[src/hdl/cst_pkg.sv]
// Package with token kinds, scan modes and character tables for the tokenizer.
package cst_pkg;

  localparam int KIND_BITS = 6;
  localparam int PREFIX_BITS = 64;
  localparam int KEYWORDS = 8;

  typedef logic [KIND_BITS-1:0] kind_t;

  localparam kind_t K_END = 6'd0;
  localparam kind_t K_ID = 6'd1;
  localparam kind_t K_NUMBER = 6'd2;
  localparam kind_t K_PLUS = 6'd3;
  localparam kind_t K_MINUS = 6'd4;
  localparam kind_t K_MUL = 6'd5;
  localparam kind_t K_DIV = 6'd6;
  localparam kind_t K_MOD = 6'd7;
  localparam kind_t K_ASSIGN = 6'd8;
  localparam kind_t K_SEMI = 6'd9;
  localparam kind_t K_COMMA = 6'd10;
  localparam kind_t K_LPAREN = 6'd11;
  localparam kind_t K_RPAREN = 6'd12;
  localparam kind_t K_LBRACE = 6'd13;
  localparam kind_t K_RBRACE = 6'd14;
  localparam kind_t K_LT = 6'd15;
  localparam kind_t K_GT = 6'd16;
  localparam kind_t K_LE = 6'd17;
  localparam kind_t K_GE = 6'd18;
  localparam kind_t K_EQ = 6'd19;
  localparam kind_t K_NE = 6'd20;
  localparam kind_t K_LAND = 6'd21;
  localparam kind_t K_LOR = 6'd22;
  localparam kind_t K_LNOT = 6'd23;
  localparam kind_t K_KWBASE = 6'd24;
  localparam kind_t K_UNKNOWN = 6'd32;

  typedef enum logic [7:0] {
    M_IDLE   = 8'b0000_0001,
    M_IDENT  = 8'b0000_0010,
    M_NUMBER = 8'b0000_0100,
    M_SLASH  = 8'b0000_1000,
    M_LCOMM  = 8'b0001_0000,
    M_BCOMM  = 8'b0010_0000,
    M_BSTAR  = 8'b0100_0000,
    M_OPER   = 8'b1000_0000
  } mode_t;

  typedef enum logic [2:0] {
    OP_NOT  = 3'd0,
    OP_EQ   = 3'd1,
    OP_LT   = 3'd2,
    OP_GT   = 3'd3,
    OP_AND  = 3'd4,
    OP_OR   = 3'd5
  } oper_t;

  // Keyword text with the first character in the lowest byte.
  localparam logic [PREFIX_BITS-1:0] KW_TEXT [KEYWORDS] = '{
    64'h0000_0000_0074_6e69,
    64'h0000_0000_6469_6f76,
    64'h0000_0000_0000_6669,
    64'h0000_0000_6573_6c65,
    64'h0000_0065_6c69_6877,
    64'h0000_006b_6165_7262,
    64'h6575_6e69_746e_6f63,
    64'h0000_6e72_7574_6572
  };
  localparam logic [3:0] KW_LEN [KEYWORDS] = '{
    4'd3, 4'd4, 4'd2, 4'd4, 4'd5, 4'd5, 4'd8, 4'd6
  };

  function automatic logic is_space(input logic [7:0] b);
    return b inside {8'd32, [8'd9:8'd13]};
  endfunction

  function automatic logic is_alpha(input logic [7:0] b);
    return b inside {["a":"z"], ["A":"Z"], "_"};
  endfunction

  function automatic logic is_digit(input logic [7:0] b);
    return b inside {["0":"9"]};
  endfunction

  // Word length is clipped to four bits; anything above eight never matches.
  function automatic kind_t word_kind(input logic [PREFIX_BITS-1:0] prefix,
                                      input logic [3:0] len);
    kind_t k;
    k = K_ID;
    for (int i = 0; i < KEYWORDS; i++) begin
      if (len == KW_LEN[i] && prefix == KW_TEXT[i]) begin
        k = K_KWBASE + kind_t'(i);
      end
    end
    return k;
  endfunction

  function automatic logic [7:0] op_second(input oper_t op);
    case (op)
      OP_AND:  return "&";
      OP_OR:   return "|";
      default: return "=";
    endcase
  endfunction

  function automatic kind_t op_double(input oper_t op);
    case (op)
      OP_NOT:  return K_NE;
      OP_EQ:   return K_EQ;
      OP_LT:   return K_LE;
      OP_GT:   return K_GE;
      OP_AND:  return K_LAND;
      OP_OR:   return K_LOR;
      default: return K_NE;
    endcase
  endfunction

  function automatic kind_t op_single(input oper_t op);
    case (op)
      OP_NOT:  return K_LNOT;
      OP_EQ:   return K_ASSIGN;
      OP_LT:   return K_LT;
      OP_GT:   return K_GT;
      default: return K_UNKNOWN;
    endcase
  endfunction

  function automatic kind_t single_kind(input logic [7:0] b);
    case (b)
      "+":     return K_PLUS;
      "-":     return K_MINUS;
      "*":     return K_MUL;
      "%":     return K_MOD;
      ";":     return K_SEMI;
      ",":     return K_COMMA;
      "(":     return K_LPAREN;
      ")":     return K_RPAREN;
      "{":     return K_LBRACE;
      "}":     return K_RBRACE;
      default: return K_UNKNOWN;
    endcase
  endfunction

endpackage

[src/hdl/c_subset_tokenizer.sv]
// A token is written into the output queue when its byte is accepted and is offered from there.
// Throughput: one byte per cycle; a byte that causes two tokens is absorbed by a four-entry token queue,
// so input stalls only when three or more tokens are waiting.
// Reset: the scanner returns to idle with line 1, offset 0, and the token queue empties.
// An end-of-text transaction restores the same scanner state after emitting END.
// Top level of the C subset tokenizer: byte scanner and token output queue.
module c_subset_tokenizer #(
  parameter int LINE_BITS = 16,
  parameter int OFFSET_BITS = 24,
  parameter int LENGTH_BITS = 16
) (
  input  logic                   clk,
  input  logic                   rst,
  input  logic                   in_valid,
  output logic                   in_ready,
  input  logic [7:0]             text_byte,
  input  logic                   end_of_text,
  output logic                   out_valid,
  input  logic                   out_ready,
  output cst_pkg::kind_t         token_kind,
  output logic [LINE_BITS-1:0]   start_line,
  output logic [OFFSET_BITS-1:0] start_offset,
  output logic [LENGTH_BITS-1:0] token_length,
  output logic                   last_of_run
);

  import cst_pkg::*;

  localparam int TOK_BITS = KIND_BITS + LINE_BITS + OFFSET_BITS + LENGTH_BITS + 1;

  mode_t scan_mode;
  mode_t scan_mode_next;
  oper_t pending_operator;
  oper_t pending_operator_next;
  logic [PREFIX_BITS-1:0] word_prefix;
  logic [PREFIX_BITS-1:0] word_prefix_next;
  logic [LENGTH_BITS-1:0] run_length;
  logic [LENGTH_BITS-1:0] run_length_next;
  logic [LINE_BITS-1:0] line_count;
  logic [LINE_BITS-1:0] line_count_next;
  logic [OFFSET_BITS-1:0] byte_position;
  logic [OFFSET_BITS-1:0] byte_position_next;
  logic [LINE_BITS-1:0] token_start_line;
  logic [LINE_BITS-1:0] token_start_line_next;
  logic [OFFSET_BITS-1:0] token_start_position;
  logic [OFFSET_BITS-1:0] token_start_position_next;

  logic accept;
  logic queue_room;

  // Start of a token at the current byte.
  logic st_space;
  logic st_emit;
  kind_t st_kind;
  mode_t st_mode;
  oper_t st_oper;
  logic st_ident;
  logic st_digit;

  // Pending token and the token caused by the current byte.
  kind_t pend_kind;
  logic [LENGTH_BITS-1:0] pend_len;
  logic [3:0] run_short;
  logic a_valid;
  logic b_valid;
  kind_t b_kind;
  logic [LENGTH_BITS-1:0] b_len;

  logic push0;
  logic push1;
  logic [TOK_BITS-1:0] tok_a;
  logic [TOK_BITS-1:0] tok_b;
  logic [TOK_BITS-1:0] data0;
  logic [TOK_BITS-1:0] data1;
  logic [TOK_BITS-1:0] out_data;

  assign in_ready = queue_room;
  assign accept = in_valid & in_ready;

  always_comb begin
    st_space = is_space(text_byte);
    st_emit = 1'b0;
    st_kind = single_kind(text_byte);
    st_mode = M_IDLE;
    st_oper = OP_NOT;
    st_ident = 1'b0;
    st_digit = 1'b0;
    if (!st_space) begin
      if (text_byte == "/") begin
        st_mode = M_SLASH;
      end else if (is_alpha(text_byte)) begin
        st_mode = M_IDENT;
        st_ident = 1'b1;
      end else if (is_digit(text_byte)) begin
        st_mode = M_NUMBER;
        st_digit = 1'b1;
      end else begin
        case (text_byte)
          "!": begin
            st_mode = M_OPER;
            st_oper = OP_NOT;
          end
          "=": begin
            st_mode = M_OPER;
            st_oper = OP_EQ;
          end
          "<": begin
            st_mode = M_OPER;
            st_oper = OP_LT;
          end
          ">": begin
            st_mode = M_OPER;
            st_oper = OP_GT;
          end
          "&": begin
            st_mode = M_OPER;
            st_oper = OP_AND;
          end
          "|": begin
            st_mode = M_OPER;
            st_oper = OP_OR;
          end
          default: begin
            st_emit = 1'b1;
          end
        endcase
      end
    end
  end

  always_comb begin
    run_short = (run_length <= LENGTH_BITS'(8)) ? run_length[3:0] : 4'hF;
    case (scan_mode)
      M_IDENT: begin
        pend_kind = word_kind(word_prefix, run_short);
        pend_len = run_length;
      end
      M_NUMBER: begin
        pend_kind = K_NUMBER;
        pend_len = run_length;
      end
      M_SLASH: begin
        pend_kind = K_DIV;
        pend_len = LENGTH_BITS'(1);
      end
      default: begin
        pend_kind = op_single(pending_operator);
        pend_len = LENGTH_BITS'(1);
      end
    endcase
  end

  always_comb begin
    logic start;
    start = 1'b0;
    scan_mode_next = scan_mode;
    pending_operator_next = pending_operator;
    word_prefix_next = word_prefix;
    run_length_next = run_length;
    line_count_next = line_count;
    byte_position_next = byte_position;
    token_start_line_next = token_start_line;
    token_start_position_next = token_start_position;
    a_valid = 1'b0;
    b_valid = 1'b0;
    b_kind = st_kind;
    b_len = LENGTH_BITS'(1);

    if (end_of_text) begin
      a_valid = (scan_mode == M_IDENT) || (scan_mode == M_NUMBER) ||
                (scan_mode == M_SLASH) || (scan_mode == M_OPER);
      b_valid = 1'b1;
      b_kind = K_END;
      b_len = '0;
      scan_mode_next = M_IDLE;
      pending_operator_next = OP_NOT;
      word_prefix_next = '0;
      run_length_next = '0;
      line_count_next = LINE_BITS'(1);
      byte_position_next = '0;
      token_start_line_next = LINE_BITS'(1);
      token_start_position_next = '0;
    end else begin
      case (scan_mode)
        M_IDENT: begin
          if (is_alpha(text_byte) || is_digit(text_byte)) begin
            if (run_length < LENGTH_BITS'(8)) begin
              word_prefix_next[run_length[2:0]*8 +: 8] = text_byte;
            end
            if (run_length != '1) begin
              run_length_next = run_length + LENGTH_BITS'(1);
            end
          end else begin
            a_valid = 1'b1;
            start = 1'b1;
          end
        end
        M_NUMBER: begin
          if (is_digit(text_byte)) begin
            if (run_length != '1) begin
              run_length_next = run_length + LENGTH_BITS'(1);
            end
          end else begin
            a_valid = 1'b1;
            start = 1'b1;
          end
        end
        M_SLASH: begin
          if (text_byte == "/") begin
            scan_mode_next = M_LCOMM;
          end else if (text_byte == "*") begin
            scan_mode_next = M_BCOMM;
          end else begin
            a_valid = 1'b1;
            start = 1'b1;
          end
        end
        M_LCOMM: begin
          if (text_byte == 8'h0A) begin
            scan_mode_next = M_IDLE;
          end
        end
        M_BCOMM: begin
          if (text_byte == "*") begin
            scan_mode_next = M_BSTAR;
          end
        end
        M_BSTAR: begin
          if (text_byte == "/") begin
            scan_mode_next = M_IDLE;
          end else if (text_byte != "*") begin
            scan_mode_next = M_BCOMM;
          end
        end
        M_OPER: begin
          a_valid = 1'b1;
          if (text_byte == op_second(pending_operator)) begin
            scan_mode_next = M_IDLE;
          end else begin
            start = 1'b1;
          end
        end
        default: begin
          start = 1'b1;
        end
      endcase

      if (start) begin
        scan_mode_next = M_IDLE;
        if (!st_space) begin
          token_start_line_next = line_count;
          token_start_position_next = byte_position;
          scan_mode_next = st_mode;
          b_valid = st_emit;
          if (st_ident) begin
            word_prefix_next = PREFIX_BITS'(text_byte);
            run_length_next = LENGTH_BITS'(1);
          end
          if (st_digit) begin
            run_length_next = LENGTH_BITS'(1);
          end
          if (st_mode == M_OPER) begin
            pending_operator_next = st_oper;
          end
        end
      end

      if (text_byte == 8'h0A && line_count != '1) begin
        line_count_next = line_count + LINE_BITS'(1);
      end
      if (byte_position != '1) begin
        byte_position_next = byte_position + OFFSET_BITS'(1);
      end
    end
  end

  always_comb begin
    logic [LENGTH_BITS-1:0] a_len;
    kind_t a_kind;
    a_kind = pend_kind;
    a_len = pend_len;
    if (!end_of_text && scan_mode == M_OPER &&
        text_byte == op_second(pending_operator)) begin
      a_kind = op_double(pending_operator);
      a_len = LENGTH_BITS'(2);
    end
    tok_a = {a_kind, token_start_line, token_start_position, a_len, !b_valid};
    tok_b = {b_kind, line_count, byte_position, b_len, 1'b1};
    data0 = a_valid ? tok_a : tok_b;
    data1 = tok_b;
    push0 = accept & (a_valid | b_valid);
    push1 = accept & a_valid & b_valid;
  end

  always_ff @(posedge clk) begin
    if (rst) begin
      scan_mode <= M_IDLE;
      pending_operator <= OP_NOT;
      word_prefix <= '0;
      run_length <= '0;
      line_count <= LINE_BITS'(1);
      byte_position <= '0;
      token_start_line <= LINE_BITS'(1);
      token_start_position <= '0;
    end else if (accept) begin
      scan_mode <= scan_mode_next;
      pending_operator <= pending_operator_next;
      word_prefix <= word_prefix_next;
      run_length <= run_length_next;
      line_count <= line_count_next;
      byte_position <= byte_position_next;
      token_start_line <= token_start_line_next;
      token_start_position <= token_start_position_next;
    end
  end

  cst_result_queue #(
    .WIDTH(TOK_BITS)
  ) u_queue (
    .clk(clk),
    .rst(rst),
    .push0(push0),
    .push1(push1),
    .data0(data0),
    .data1(data1),
    .room(queue_room),
    .out_valid(out_valid),
    .out_ready(out_ready),
    .out_data(out_data)
  );

  assign {token_kind, start_line, start_offset, token_length, last_of_run} = out_data;

endmodule

[src/hdl/cst_result_queue.sv]
// Four-entry token queue that takes up to two entries and gives one per cycle while out_ready is high.
module cst_result_queue #(
  parameter int WIDTH = 80
) (
  input  logic             clk,
  input  logic             rst,
  input  logic             push0,
  input  logic             push1,
  input  logic [WIDTH-1:0] data0,
  input  logic [WIDTH-1:0] data1,
  output logic             room,
  output logic             out_valid,
  input  logic             out_ready,
  output logic [WIDTH-1:0] out_data
);

  localparam int DEPTH = 4;
  localparam int PTR_BITS = $clog2(DEPTH);
  localparam int CNT_BITS = $clog2(DEPTH + 1);

  logic [WIDTH-1:0] mem [DEPTH];
  logic [PTR_BITS-1:0] wr_ptr;
  logic [PTR_BITS-1:0] rd_ptr;
  logic [CNT_BITS-1:0] count;
  logic [CNT_BITS-1:0] count_next;
  logic pop;

  assign pop = out_valid & out_ready;
  assign out_valid = (count != '0);
  assign out_data = mem[rd_ptr];
  assign room = (count <= CNT_BITS'(DEPTH - 2));

  always_comb begin
    count_next = count + CNT_BITS'(push0) + CNT_BITS'(push1) - CNT_BITS'(pop);
  end

  always_ff @(posedge clk) begin
    if (push0) begin
      mem[wr_ptr] <= data0;
    end
    if (push1) begin
      mem[wr_ptr + PTR_BITS'(1)] <= data1;
    end
  end

  always_ff @(posedge clk) begin
    if (rst) begin
      wr_ptr <= '0;
      rd_ptr <= '0;
      count <= '0;
    end else begin
      wr_ptr <= wr_ptr + PTR_BITS'(push0) + PTR_BITS'(push1);
      rd_ptr <= rd_ptr + PTR_BITS'(pop);
      count <= count_next;
    end
  end

endmodule

[config.mk]
export PLATFORM = sky130hd
export DESIGN_NAME = c_subset_tokenizer
export DESIGN_NICKNAME = d
export VERILOG_FILES = /design/src/hdl/cst_pkg.sv /design/src/hdl/c_subset_tokenizer.sv /design/src/hdl/cst_result_queue.sv
export SDC_FILE = /design/constraint.sdc
export NUM_CORES = 1
export LEC_CHECK = 0
export ABC_CLOCK_PERIOD_IN_PS = 9400
export BUFFER_PORTS_ARGS = -buffer_cell sky130_fd_sc_hd__buf_2
export CAP_MARGIN = 25
export CORE_ASPECT_RATIO = 1.75
export CORE_UTILIZATION = 44
export CTS_BUF_LIST = sky130_fd_sc_hd__clkbuf_8 sky130_fd_sc_hd__clkbuf_16
export CTS_CLUSTER_SIZE = 14
export DETAILED_ROUTE_END_ITERATION = 8
export GPL_ROUTABILITY_DRIVEN = 0
export GPL_TIMING_DRIVEN = 0
export HOLD_SLACK_MARGIN = 0.03
export MAX_ROUTING_LAYER = met4
export PLACE_DENSITY = 0.63
export SLEW_MARGIN = 20
export SYNTH_ARGS = -nofsm -noshare
export SYNTH_HDL_FRONTEND = slang
export SYNTH_SLANG_ARGS = --single-unit
[constraint.sdc]
create_clock -name clk -period 9.4 [get_ports clk]
set_input_delay 0.94 -clock clk [delete_from_list [all_inputs] [get_ports clk]]
set_output_delay 0.94 -clock clk [all_outputs]
set_load 0.02 [all_outputs]
* Yosys cells after proc, flatten, opt, wreduce, memory -nomap -nowiden
Memory sizes are Yosys's and may differ from the RTL's. A register that Yosys moved wholly into a read port is not among the register bits. Cells that the tools add are included.
Operators by class: add/subtract/negate cells 11, order comparisons 11, eq/ne operators 59, shift-type cells 2, muxes and demuxes 101, bitwise logic cells 6, reductions and logical operators 38
Operator list (count):
- two-way mux 64 bit | 7
- two-way mux 16 bit | 15
- two-way mux 8 bit | 17
- == test 64 x 31 -> 1 bit (second input constant) | 2
- == test 64 x 39 -> 1 bit (second input constant) | 2
- == test 8 x 6 -> 1 bit (second input constant) | 16
- two-way mux 24 bit | 5
- bitwise mux 64 bit | 1
- == test 64 x 15 -> 1 bit (second input constant) | 1
- == test 64 x 23 -> 1 bit (second input constant) | 1
- == test 64 x 47 -> 1 bit (second input constant) | 1
- == test 64 x 63 -> 1 bit (second input constant) | 1
- variable shift 8 x 34 -> 64 bit (first input constant) | 1
- indexed part select 8 x 34 -> 64 bit | 1
- two-way mux 63 bit | 1
- one-hot mux 6 bit (10 select lines) | 1
- two-way mux 6 bit | 9
- == test 8 x 7 -> 1 bit (second input constant) | 5
- one-hot mux 8 bit (5 select lines) | 1
- negation 6 -> 34 bit | 1
- adder 16 x 1 -> 16 bit (second input constant) | 2
- != test 16 bit (second input constant) | 2
- one-hot mux 16 bit (2 select lines) | 1
- one-hot mux 3 bit (5 select lines) | 2
- other kinds (58) | 132
Storage, ports and cells: register bits 178, bits in writable memories 252, bits of input ports 13, output and inout bits 65, logic and storage cells 240, memories kept 1
Memories:
- u_queue.mem | words 4, bits a word 63, read ports 1, clocked after memory_dff 1, wr ports 2, line cst_result_queue.sv:21 | logic [WIDTH-1:0] mem [DEPTH];

* Logic depth before layout (Yosys ltp)
Gate-level depths: netlist of the first run.
depth after elaboration 15, mapped depth 16

* By module
Synthesis of the first run repeated with hierarchy kept, for this count alone.
Second synthesis, totals: cell total of the unflattened synthesis 1756, area, all modules 22472.8 µm²
Modules (own cells, without submodules):
- cst_result_queue | times used 1, cells an instance 653, area each 12923.6 µm²
- c_subset_tokenizer | times used 1, cells an instance 1103, area each 9549.2 µm²

* Worst setup path before layout of the first run
Ideal clock, no wire load.
path kind input to register, start input text_byte[0], end register u_queue.count[1], library setup time 129 ps, data arrival time 4245 ps, slack 5027 ps, stages 15, path buffers 2, path through buf_2 or2_1 o41a_1 nand2_1 a31oi_4 a21oi_2 clkbuf_1 nand2_1 nor2_1 inv_1 ha_1 fa_1 inv_1 fa_1 nor2b_1
On the way: word-level cells in the longest chain between the ends 14, elaborated cells between the ends (all ways) 50, classes of those cells 3 x add/sub; 8 x order compare; 11 x eq/ne; 16 x mux; 4 x bitwise; 8 x reduce/logical
RTL lines:
- start, declared | line c_subset_tokenizer.sv:16 | input logic [7:0] text_byte,
- >= comparator 8 x 7 -> 1 bit, or another cell as far along | line cst_pkg.sv:77 | return b inside {["a":"z"], ["A":"Z"], "_"};
- logical AND 1 bit or OR reduction 6 bit (tied branches)
- nonzero test 3 bit or two-way mux 1 bit (tied branches) | line cst_pkg.sv:77, c_subset_tokenizer.sv:98
- logical OR 1 bit or two-way mux 1 bit (tied branches) | line c_subset_tokenizer.sv:186, c_subset_tokenizer.sv:94
- two-way mux 1 bit, on equally long branches | line c_subset_tokenizer.sv:186, c_subset_tokenizer.sv:91
- one-hot mux 1 bit (5 select lines) or two-way mux 1 bit (tied branches) | line c_subset_tokenizer.sv:184, c_subset_tokenizer.sv:89
- two-way mux 1 bit, on equally long branches | line c_subset_tokenizer.sv:169, c_subset_tokenizer.sv:250
- two-way mux 1 bit | line c_subset_tokenizer.sv:248 | if (start) begin
- two-way mux 1 bit | line c_subset_tokenizer.sv:169 | if (end_of_text) begin
- bitwise OR 1 bit | line c_subset_tokenizer.sv:291 | push0 = accept & (a_valid | b_valid);
- bitwise AND 1 bit | line c_subset_tokenizer.sv:291
- adder 3 x 1 -> 3 bit | line cst_result_queue.sv:34 | count_next = count + CNT_BITS'(push0) + CNT_BITS'(push1) - CNT_BITS'(pop);
- adder 3 x 1 -> 3 bit (*) | line cst_result_queue.sv:34
- subtractor 3 x 1 -> 3 bit (*) | line cst_result_queue.sv:34
- named net u_queue.count_next[1] | line cst_result_queue.sv:25 | logic [CNT_BITS-1:0] count_next;
- end signal, assigned | line cst_result_queue.sv:54 | count <= count_next;
- end, declared | line cst_result_queue.sv:24 | logic [CNT_BITS-1:0] count;
The timed path passes the listed nets; every way through them passes the cells marked *. The select of a mux whose other input is x is not followed. A chain may end at the register's enable or synchronous reset.

* Worst setup path after layout of the first run
Same ends and word-level chain as after synthesis.

==> results.yml, run 1 <==
critical_path:
  crit_required_ns: 9.81
  timing.rr.start: "scan_mode[4]"
  worst-path-max-fanout: 10
  cp_slowest_cell: "clkbuf_1"
  cp.depth: 15
  crit_type: "in -> reg"
  critical_path_arrival_ns: 5.21
  cp-end-kind: "register"
  timing.rr.end: "u_queue.count[1]"
  crit_chain: "buf_2 -> or2_1 -> o41a_1 -> nand2_1 -> a31oi_4 -> a21oi_2 -> clkbuf_1 -> nand2_1 -> nor2_1 -> inv_1 -> ha_1 -> fa_1 -> inv_1 -> fa_1 -> nor2b_1"
  startpoint_type: "input port"
  r2r_slack_ns: 4.65
  worst_path_largest_cell_delay_ns: 0.53
  critPathBufInv: 4
  r2r_cells: 15
  cp_top_family: "simple AND/OR/NAND/NOR gates"
sta:
  min_period_over_period: 0.510
  skew_ns: 0.0209
  drv_slew: 0
  finalWorstSetupSlack_ns: 4.61
  fin_crit_ns: 4.79
  max_freq_mhz: 209
  worst_pin_slew_ns: 1.16
  setup_viol: 0
  hold_viol: 0
  fin_setup_tns_ns: 0
  rsz0062_at_grt: "no"
  max-slew-margin-rel: 0.222
power_and_ir_drop:
  comb_power_share: 0.222
  swShare: 0.308
  seq_power_share: 0.442
  clock_power_share: 0.336
  internal-power_mw: 3.23
  pwr_density_cell_nw_per_um2: 203
  p_leak_nw: 7.92
  power.switching_mw: 1.44
  vdd_drop_max_v: 0.000109
cts:
  postCtsResizedCells: 0
  cts_setup_buffers: 0
  numCtsBuffers: 39
  clkSlewWorstSetupHoldPaths_ns: 0.06
  h-tree-depth: 2
  cts_buffer_depth: 3
  cts_tree: "yes"
  insertion_delay_ns: 0.57
  ctsHoldBuffers: 0
  cts_sinks: 430
  cts_root_buf: "clkbuf_16"
logic_synthesis:
  syn_inst: 1832
  syn_area_um2: 20500
  syn_avg_cell_area_um2: 11.2
  synth_edf_count: 184
  ys_seq_elements: 430
  ys_async_sr_fraction: 0
  ys_seq_area_frac: 0.509
  yosys_warnings: 0
  synth_nets: 1856
  synth_flop_cell: "dfxtp_1"
  ys_types: 96
final_layout:
  final_cell_mix: "dfxtp_1, a22o_1, edfxtp_1"
  antenna_cells: 0
  area_growth_pct: 12.0
  layout-drive-gt1-share: 0.146
  utilization: 0.499
  stdcell_area_um2: 23000
  layout.nets: 1978
  final_common_cell: "dfxtp_1"
grt:
  grt_usage: 0.284
  gr-total-overflow: 0
  grt_pass1_vias: 16800
  grt_max_degree: 42
  grt_pass1_wl_mm: 97.8
  antenna_found_initial: 0
floorplan:
  die-area_um2: 47600
  initial_core_util: 0.446
  die_w_um: 165
  coreArea_um2: 46100
  fp.dieH_um: 288
  io_pins: 78
  rows: 104
routing:
  drcViolationCount: 16
  wl_per_cell_um: 25.6
  wirelength_mm: 65.7
  vias: 16700
  viasPerCell: 6.49
  ant_nets: 0
  first_iter_violations: 1372
  dr.pass1.iters: 9
run_status:
  outcome: "finished with violations"
  violations: "DRC"
placement:
  dp_slack_ns: 4.08
  hpwlAfterDp_mm: 46.9
  dpl-instance-area_um2: 21700
  io_buffers: 74
min_path:
  hold_class: "reg -> reg"
  hold_path_end: "u_queue.mem[3][16]"
  min_path_cells: 1
  hold_start: "u_queue.mem[3][16]"
run:
  cap_violations: 0
-- flip-flops by register name, indices dropped and copies added (netlist names) --
register,flops
byte_position,24
line_count,16
pending_operator,3
run_length,16
scan_mode,8
token_start_line,16
token_start_position,24
u_queue.count,3
u_queue.mem,252
u_queue.rd_ptr,2
u_queue.wr_ptr,2
word_prefix,64
-- power groups by stage --
stage	logic (mW)	registers (mW)	clock network, mW
final	1.04	2.07	1.57
after global routing	1.11	2.07	1.64
after detailed placement	1.03	2.11	0
after floorplan	0.666	2.10	0
after global placement	1.01	2.11	0
after CTS	1.03	2.07	1.58
-- synthesized netlist by cell type, types with 17 or more instances --
library cell | count | area, um^2
xor2_1 | 25 | 219
nand4_1 | 35 | 219
o21ai_0 | 74 | 370
clkbuf_1 | 97 | 364
nor2_1 | 103 | 387
and3_1 | 23 | 144
a32o_1 | 59 | 591
nand3_1 | 46 | 230
o22ai_1 | 26 | 163
dfxtp_1 | 246 | 4920
mux4_2 | 63 | 1420
buf_1 | 22 | 82.6
nor3_1 | 36 | 180
buf_2 | 32 | 160
nor2b_1 | 17 | 106
inv_1 | 36 | 135
nor4_1 | 32 | 200
edfxtp_1 | 184 | 5530
a22o_1 | 224 | 1960
nand2_1 | 124 | 465
a21oi_1 | 38 | 190
-- through the flow --
stage / power, mW / instances / hold WS (ns)
CTS: 4.68 / 2563 / 0.463
global route: 4.82 / 2566 / 0.478
finish: 4.68 / 2566 / 0.464
floorplan: 2.77 / 1832 / 0.426
global placement: 3.12 / 2489 / 0.438
detailed placement: 3.14 / 2493 / 0.448
-- kinds of logic after synthesis --
| kind of cell | Yosys count | share of synthesized area |
|---|---|---|
| flops | 430 | 0.509 |
| mux | 70 | 0.0725 |
| compound gates | 553 | 0.215 |
| buf+inv | 197 | 0.0397 |
| xor+xnor | 41 | 0.0175 |
| simple gates | 530 | 0.139 |
| fa+ha+maj | 11 | 0.00780 |
-- layout make-up --
| cell class | count | area [um^2] |
|---|---|---|
| Clock inverter | 27 | 188 |
| Timing Repair Buffer | 81 | 492 |
| Tap cell | 583 | 729 |
| Buffer | 160 | 676 |
| Sequential cell | 430 | 10500 |
| Inverter | 37 | 149 |
| Multi-Input combinational cell | 1205 | 9280 |
| Fill cell | 4186 | 23100 |
| Clock buffer | 43 | 1030 |
-- worst max path at each step --
stage	start	to	slack, ns
after floorplan	text_byte[0]	u_queue.count[1]	5.03
after global placement	text_byte[3]	u_queue.mem[3][24]	3.17
after detailed placement	text_byte[0]	u_queue.count[1]	4.08
after CTS	text_byte[0]	u_queue.count[1]	4.64
after global routing	text_byte[0]	u_queue.count[1]	4.38
final	text_byte[0]	u_queue.count[1]	4.61
-- layer usage --
metal,up-vias,wire length [um],share of wire,GRT usage
li1,7429,-,-,-
met1,8230,22100,0.34,0.273
met2,719,35700,0.54,0.522
met3,286,3190,0.049,0.0320
met4,0,4740,0.072,0.191
met5,-,0,0,-
Note: power is estimated with default switching activity, not from simulation.
==> run 2, diff against run 1 <==
--- a/config.mk
+++ b/config.mk
@@ -5,7 +5,8 @@
 export SDC_FILE = /design/constraint.sdc
 export NUM_CORES = 1
 export LEC_CHECK = 0
-export ABC_CLOCK_PERIOD_IN_PS = 9400
+export ABC_AREA = 1
+export ABC_CLOCK_PERIOD_IN_PS = 4250
 export BUFFER_PORTS_ARGS = -buffer_cell sky130_fd_sc_hd__buf_2
 export CAP_MARGIN = 25
 export CORE_ASPECT_RATIO = 1.75
@@ -17,7 +18,7 @@
 export GPL_TIMING_DRIVEN = 0
 export HOLD_SLACK_MARGIN = 0.03
 export MAX_ROUTING_LAYER = met4
-export PLACE_DENSITY = 0.63
+export PLACE_DENSITY = 0.65
 export SLEW_MARGIN = 20
 export SYNTH_ARGS = -nofsm -noshare
 export SYNTH_HDL_FRONTEND = slang
==> constraint.sdc (replaced) <==
create_clock -name clk -period 4.25 [get_ports clk]
set_input_delay 0.425 -clock clk [delete_from_list [all_inputs] [get_ports clk]]
set_output_delay 0.425 -clock clk [all_outputs]
set_load 0.02 [all_outputs]
==> run 2 against run 1 <==
Compared with the run above:
- the flow now finishes without violations
- combinational power increased to 4.0 times the previous value
- register-to-register slack got worse by 4.2 ns
- design area increased by 13%
- count of clock-buffer cells in the layout increased by 2
- clock skew increased by 0.0087 ns
- sequential share of layout area decreased by 5.4 points
- via count increased by 37%
- critical path type is now reg -> out
- largest cell class is now multi-input combinational cells
==> results.yml, run 2 <==
run_status:
  outcome: "finished, final reports clean"
cts:
  cts_setup_buffers: 0
  h-tree-depth: 2
  numCtsBuffers: 42
  clkSlewWorstSetupHoldPaths_ns: 0.07
  cts_buffer_depth: 3
  cts_root_buf: "clkbuf_16"
  insertion_delay_ns: 0.58
  cts_sinks: 430
  ctsHoldBuffers: 0
  postCtsResizedCells: 1
  cts_tree: "yes"
power_and_ir_drop:
  pwr_density_cell_nw_per_um2: 490
  p_leak_nw: 9.78
  vdd_drop_max_v: 0.000334
logic_synthesis:
  yosys.cell_count.top_type: "nand2_1"
  syn_area_um2: 23500
  ys_top_cells_by_area: "edfxtp_1, dfxtp_1, nand2_1, nor2_1, nand3_1"
  ys_async_sr_fraction: 0
  synth_area_leader_cell: "edfxtp_1"
  yosys_warnings: 0
  yosysTopAreaCellShare: 0.236
  ys_types: 54
  ys_seq_elements: 430
  ys_seq_area_frac: 0.446
  synth_edf_count: 184
  synth_flop_cell: "dfxtp_1"
  syn_inst: 3216
  synth_nets: 3240
  yosys-top-cells-count: "nand2_1, nor2_1, dfxtp_1"
  syn_avg_cell_area_um2: 7.29
grt:
  grt_usage: 0.314
  grt_max_degree: 48
  grt_pass1_wl_mm: 126
  grt_pass1_vias: 22200
  gr-total-overflow: 0
  antenna_found_initial: 0
sta:
  fin_crit_ns: 4.12
  setup_viol: 0
  max_freq_mhz: 243
  finalWorstSetupSlack_ns: 0.127
  skew_ns: 0.0296
  worst_pin_slew_ns: 1.10
  drv_slew: 0
  min_period_over_period: 0.970
  max-slew-margin-rel: 0.264
  rsz0062_at_grt: "no"
  hold_viol: 0
final_layout:
  final_common_cell: "nand2_1"
  top_register: "u_queue.mem"
  multiInputGateArea_um2: 11300
  largest_register_ffs: 252
  area_growth_pct: 11.3
  n_fill_cell: 5337
  antenna_cells: 0
  layout.nets: 3361
  final_cell_mix: "nand2_1, nor2_1, dfxtp_1"
  layout-drive-gt1-share: 0.0955
  reg_top3: "u_queue.mem: 252 flops, word_prefix: 64 flops"
  regArea_um2: 10500
  stdcell_area_um2: 26100
critical_path:
  cp.depth: 7
  critPathBufInv: 5
  cp_slowest_cell: "clkbuf_1"
  worst_path_largest_cell_delay_ns: 0.81
  critical_path_arrival_ns: 3.70
  r2r_cells: 12
  worst-path-max-fanout: 10
  crit_type: "reg -> out"
  cp_top_family: "buffers and inverters"
  cp-end-kind: "output pin"
  startpoint_type: "register"
  crit_required_ns: 3.83
  crit_chain: "clkbuf_1 -> clkinv_2 -> clkbuf_1 -> clkbuf_1 -> nor2_1 -> o22ai_1 -> buf_2"
  cp_common_cell: "clkbuf_1"
placement:
  hpwlAfterDp_mm: 61.4
  io_buffers: 74
  dp_slack_ns: 0.329
  dpl-instance-area_um2: 24800
floorplan:
  coreArea_um2: 52500
  initial_core_util: 0.447
  io_pins: 78
  die-area_um2: 54300
  rows: 111
  die_w_um: 177
  fp.dieH_um: 307
min_path:
  hold_class: "in -> reg"
  min_path_cells: 3
run:
  cap_violations: 0
routing:
  wl_per_cell_um: 20.5
  ant_nets: 0
  viasPerCell: 5.65
  drcViolationCount: 0
  first_iter_violations: 1816
  dr.pass1.iters: 7
  wirelength_mm: 82.8
  vias: 22900
## run 2: through the flow
stage               total power, mW  TNS [ns]  cells  hold WS [ns]   util
floorplan                      7.50         0   3216         0.424      -
finish                         12.8         0   4048         0.331  0.497
global route                   13.3         0   4048         0.352  0.497
detailed placement             9.10         0   3971         0.440  0.472
global placement               9.06   -120.98   3968         0.437  0.470
CTS                            12.8         0   4048         0.327  0.497
## run 2: power by group
part	switching, mW	internal (mW)	total, mW
Sequential	0.132	4.77	4.90
Clock	1.71	2.02	3.73
Combinational	3.12	1.03	4.15
Total	4.96	7.82	12.8
## run 2: path summary, 6_finish.rpt
| kind | startpoint | end | slack, ns |
|---|---|---|---|
| max | u_queue.rd_ptr[0] | start_offset[1] | 0.13 |
| min | text_byte[4] | word_prefix[44] | 0.33 |
| max reg2reg | scan_mode[5] | u_queue.mem[3][56] | 0.42 |
| min reg2reg | token_start_position[23] | token_start_position[23] | 0.45 |
## run 2: layout make-up
class                   count  share of cell area
plain buffers             192              0.0354
clock buffers              45              0.0427
clock inverters            32             0.00844
inverters                 225              0.0324
multi-input cells        2369               0.432
flip-flops and latches    430               0.400
well taps                 678              0.0325
repair buffers             77              0.0165
## run 2: cell families after synthesis
kind of cell    synth area share
compound gates             0.166
flops                      0.446
fa+ha+maj                0.00683
xor+xnor                 0.00710
simple gates               0.299
buf+inv                   0.0754
## run 2: layer usage
| layer | share of wire | global-route usage | routed length (um) |
|---|---|---|---|
| met3 | 0.052 | 0.0389 | 4310 |
| met2 | 0.52 | 0.562 | 43100 |
| met1 | 0.34 | 0.305 | 28500 |
| met4 | 0.083 | 0.237 | 6880 |
| met5 | 0 | - | 0 |
## run 2: worst reg2reg max path, stage by stage (launching register included)
cell and delay (ns):
dfxtp_1 0.34, nor2_1 0.19, nand2_1 0.09, inv_2 0.10, nand4_4 0.24, nand2_4 0.30
nand3_2 0.32, nand4_2 0.30, nand3_1 0.23, nor2_8 0.25, nand2_2 0.21, buf_6 0.23
nand2_4 0.62
